`src/sv/fca_pkg.sv`:
```
`default_nettype none

package fca_pkg;

	// field widths
	localparam int OP_W    = 3;
	localparam int BLOCK_W = 13;
	localparam int CNT_W   = 13;
	localparam int ENTRY_W = 14;

	// table geometry and reset values
	localparam int                 NUM_BLOCKS_DEF = 8192;
	localparam logic [ENTRY_W-1:0] FAT_FREE       = 14'h3FFF;
	localparam logic [BLOCK_W-1:0] DATA_START_RST = 13'd10;

	// register map
	localparam int               APB_ADDR_W      = 2;
	localparam logic [APB_ADDR_W-1:0] ADDR_DATA_START = 2'd0;

	// request opcodes
	typedef enum logic [OP_W-1:0] {
		OP_ALLOC    = 3'd0,
		OP_APPEND   = 3'd1,
		OP_WALK     = 3'd2,
		OP_FREE     = 3'd3,
		OP_TRUNCATE = 3'd4
	} opcode_t;

	// evaluation of one table entry by the shared link unit
	typedef struct packed {
		logic entry_free;
		logic link_ends;
		logic skip_hit;
		logic at_last;
	} link_flags_t;

endpackage

`default_nettype wire

```
`src/sv/fca_link_unit.sv`:
```
`default_nettype none

module fca_link_unit #(
	parameter int NUM_BLOCKS = fca_pkg::NUM_BLOCKS_DEF,
	localparam int IDX_W     = $clog2(NUM_BLOCKS)
) (
	input  wire logic [IDX_W-1:0]            cur,
	input  wire logic [fca_pkg::ENTRY_W-1:0] entry,
	input  wire logic [IDX_W-1:0]            skip,
	output fca_pkg::link_flags_t             flags,
	output logic      [IDX_W-1:0]            next
);

	localparam logic [fca_pkg::ENTRY_W-1:0] NUM_L = fca_pkg::ENTRY_W'(NUM_BLOCKS);
	localparam logic [IDX_W-1:0]            LAST  = IDX_W'(NUM_BLOCKS - 1);

	logic [fca_pkg::ENTRY_W-1:0] cur_ext;

	assign cur_ext = fca_pkg::ENTRY_W'(cur);

	// classify the entry read for the current block
	always_comb begin
		flags.entry_free = (entry == fca_pkg::FAT_FREE);
		flags.link_ends  = flags.entry_free || (entry >= NUM_L) || (entry == cur_ext);
		flags.skip_hit   = (cur == skip);
		flags.at_last    = (cur == LAST);
	end

	// shared address incrementer for scan and clear
	assign next = cur + IDX_W'(1);

endmodule

`default_nettype wire

```
`config.mk`:
```
export PLATFORM = sky130hd
export DESIGN_NAME = fca_link_unit
export DESIGN_NICKNAME = d
export VERILOG_FILES = /design/src/sv/fca_pkg.sv /design/src/sv/fca_link_unit.sv
export SDC_FILE = /design/constraint.sdc
export NUM_CORES = 1
export LEC_CHECK = 0
export ABC_AREA = 1
export BUFFER_PORTS_ARGS = -buffer_cell sky130_fd_sc_hd__buf_2
export CORE_MARGIN = 2
export CORE_UTILIZATION = 42
export DETAILED_ROUTE_END_ITERATION = 12
export PLACE_DENSITY = 0.85
export RECOVER_POWER = 25
export SLEW_MARGIN = 20
export SYNTH_ARGS = -nofsm -noshare
export SYNTH_HDL_FRONTEND = slang
export SYNTH_SLANG_ARGS = --single-unit
```
`constraint.sdc`:
```
create_clock -name vclk -period 1.1
set_input_delay 0.11 -clock vclk [all_inputs]
set_output_delay 0.11 -clock vclk [all_outputs]
set_load 0.1 [all_outputs]
```
==> flow_metrics.tcl, run 1 <==
set metrics [dict create \
    status "aborted with a tool error" \
    stop_stage "detailed placement" \
    error "[ERROR DPL-0038] Utilization greater than 100%, impossible to legalize" \
    place.gp.congestion 0.891 \
    syn_area_per_cell_sq_um 4.94 \
    ys_warn_count 0 \
    yosysSeqAreaShare_pct 0 \
    synth_area_sq_um 722 \
    synth_fp_nets 187 \
    io_buffers 57 \
    syn_inst 146 \
    placementRows 14 \
    initial_core_util_pct 46.3 \
    die_h_um 45.5 \
    die_w_um 45.5 \
    io_pins 57 \
    ys_types 20 \
]
Yosys cell counts:
master	n	area, sq um
nand4_1	3	18.8
o22ai_1	1	6.26
nand2_1	56	210
nand2_2	1	6.26
nand3_1	7	35.0
or2_2	1	6.26
nor3_2	2	20.0
nor4_1	1	6.26
xnor2_1	3	26.3
inv_1	25	93.8
nor3b_2	1	12.5
ha_1	1	12.5
o21ai_0	2	10.0
xor2_1	16	140
nor2_1	17	63.8
clkbuf_2	1	5.00
nor2_2	1	6.26
nor3_4	1	16.3
nor3_1	3	15.0
inv_2	3	11.3
logic make-up after synthesis:
group	synth area share, %
compound gates	2.25
xor+xnor	23.1
fa+ha+maj	1.73
buf+inv	15.3
simple gates	57.7
metrics by stage:
stage	worst slack (ns)	hold slack, ns
floorplan	-0.822	0.426
global placement	-0.191	0.615
==> inputs of run 2 (changes only) <==
Settings changed: CORE_AREA set to 2 2 63 65, CORE_MARGIN 2 to unset, CORE_UTILIZATION 42 to unset, DIE_AREA set to 0 0 65 67, PLACE_DENSITY 0.85 to unset, PLACE_DENSITY_LB_ADDON set to 0.15.
==> flow_metrics.tcl, run 2 <==
set metrics [dict create \
    crit_cells 6 \
    drc_errors 0 \
    grt_pass1_vias 1134 \
    status "finished with violations" \
    place.gp.congestion 0.819 \
    syn_area_per_cell_sq_um 4.94 \
    clock_buffers 0 \
    period_needed_ns 1.20 \
    die_w_um 65 \
    setup_violations 13 \
    placementRows 22 \
    cp_top_family "simple AND/OR/NAND/NOR gates" \
    crit_chain "buf_12 > nand2_4 > nor3_4 > nand2_4 > nor3b_4 > buf_12" \
    cp_max_fo 6 \
    vdd_ir_drop_max_mv 0.373 \
    vias 1138 \
    drt_iter0_markers 27 \
    worstMarginPinSlew_ns 0.302 \
    synth_area_leaders "nand2_1 (29%), xor2_1 (19%), inv_1 (13%), nor2_1 (8.8%), nand3_1 (4.9%)" \
    drtAntennaViolNets 0 \
    fmax_ghz 0.833 \
    design.seq.count 0 \
    slew-limit-headroom_pct 79.9 \
    antenna_cells 0 \
    crit_start "cur[6]" \
    startpoint_type "primary input" \
    syn_inst 146 \
    endpoint_kind "primary output" \
    path_class "primary input to primary output" \
    hold_buffers 0 \
    synth_area_sq_um 722 \
    max_stage_delay_ns 0.28 \
    layout_common_cells "nand2_1 (46), buf_2 (30), buf_4 (22)" \
    synth_top_area_share_pct 29.1 \
    hpwl_mm 2.64 \
    power.density_nw_per_um2 463 \
    die-area_sq_um 4360 \
    yosysTopAreaCell "nand2_1" \
    grt_max_degree 7 \
    initial_core_util_pct 20.0 \
    required_ns 0.99 \
    routed_wl_mm 3.13 \
    critPathArrivalTime_ns 1.09 \
    maxCapViolCount 0 \
    critPathSlowestCell "nor3_4" \
    io_buffers 57 \
    final_core_utilization_pct 58.4 \
    layout_commonest_cell "nand2_1" \
    io_pins 57 \
    final_nets 278 \
    vias_per_cell 4.02 \
    timing.final.crit_share_pct 109 \
    violations "negative setup slack" \
    worstHoldStart "cur[5]" \
    ys_types 20 \
    seq_area_sq_um 0 \
    yosysMostFrequentCell "nand2_1" \
    core_sq_um 3610 \
    maxSlewViolCount 0 \
    setup_ws_ns -0.100 \
    grtUsageTotal_pct 15.1 \
    drive_gt1_share_pct 62.1 \
    dr.pass1.iters 4 \
    area_growth_pct 192 \
    synth_common_cells "nand2_1 (56), inv_1 (25), nor2_1 (17), xor2_1 (16), nand3_1 (7)" \
    synth_fp_nets 187 \
    dp.cells 276 \
    worstPathBufferInverterCount 2 \
    wl_per_cell_um 11.0 \
    yosysSeqAreaShare_pct 0 \
    antenna_found_initial 0 \
    stdcell_count 283 \
    die_h_um 67 \
    report.power.total_mw 0.974 \
    whs_path_depth 3 \
    hp-class "primary input to primary output" \
    rsz0062_at_grt "yes" \
    p_leak_nw 1.05 \
    ys_warn_count 0 \
    overflow 0 \
    hold_viol 0 \
    whs_endpoint "next[5]" \
    grt_pass1_wl_mm 5.19 \
]
-- run 2: cell counts after synthesis --
Identical to the previous run, type by type.
-- run 2: repair_timing --
action / in CTS / in global routing
pin swaps: 28 / 14
setup buffers: 6 / 1
resized for setup: 53 / 19
endpoints found under the hold margin: 0 / 0
gates cloned: 0 / 0
endpoints found under the setup margin: 13 / 13
-- run 2: cell families after synthesis --
| family | synth area share, % |
|---|---|
| adder cells (fa/ha/maj) | 1.73 |
| AND/OR/NAND/NOR | 57.7 |
| XOR/XNOR | 23.1 |
| buffers and inverters | 15.3 |
| AO/OA/AOI/OAI | 2.25 |
-- run 2: layout make-up --
cell class | instances | area, sq um
repair buffers | 90 | 912
fillers | 329 | 1500
inverters | 28 | 118
multi-input cells | 117 | 1020
well taps | 48 | 60.1
-- run 2: tightest hold or removal path: stages --
cell	delay, ns
buf_12	0.10
xor2_4	0.08
buf_12	0.16
-- run 2: routing by layer --
layer  vias up  part of all wire [%]  GRT usage (%)
met5         -                     0              0
met4         0                  0.32          0.798
met3         2                   4.5          0.507
met2        33                    52           27.7
met1       495                    43           20.5
li1        608                     -              -
-- run 2: report_power, final --
group          switching, mW  internal, mW
sequential                 0             0
clock                      0             0
combinational          0.558         0.416
-- run 2: worst max path at each step --
stage | to | slack (ns)
4_1_cts | flags[0] | -0.13
5_1_grt | flags[0] | -0.17
3_3_place_gp | next[12] | -0.23
3_5_place_dp | next[9] | -0.25
2_1_floorplan | next[9] | -0.82
6_report | flags[0] | -0.10
-- run 2: through the flow --
stage          TNS, ns  instance area (sq um)  setup slack, ns  hold slack (ns)
6_report        -0.883                   2110           -0.100            0.557
5_1_grt          -1.68                   2110           -0.168            0.568
4_1_cts         -0.978                   2050           -0.126            0.548
3_5_place_dp     -2.64                   1810           -0.250            0.634
3_3_place_gp     -2.48                   1810           -0.233            0.627
2_1_floorplan    -7.16                   1040           -0.822            0.426
No activity file was read; power rests on OpenSTA's default activity.
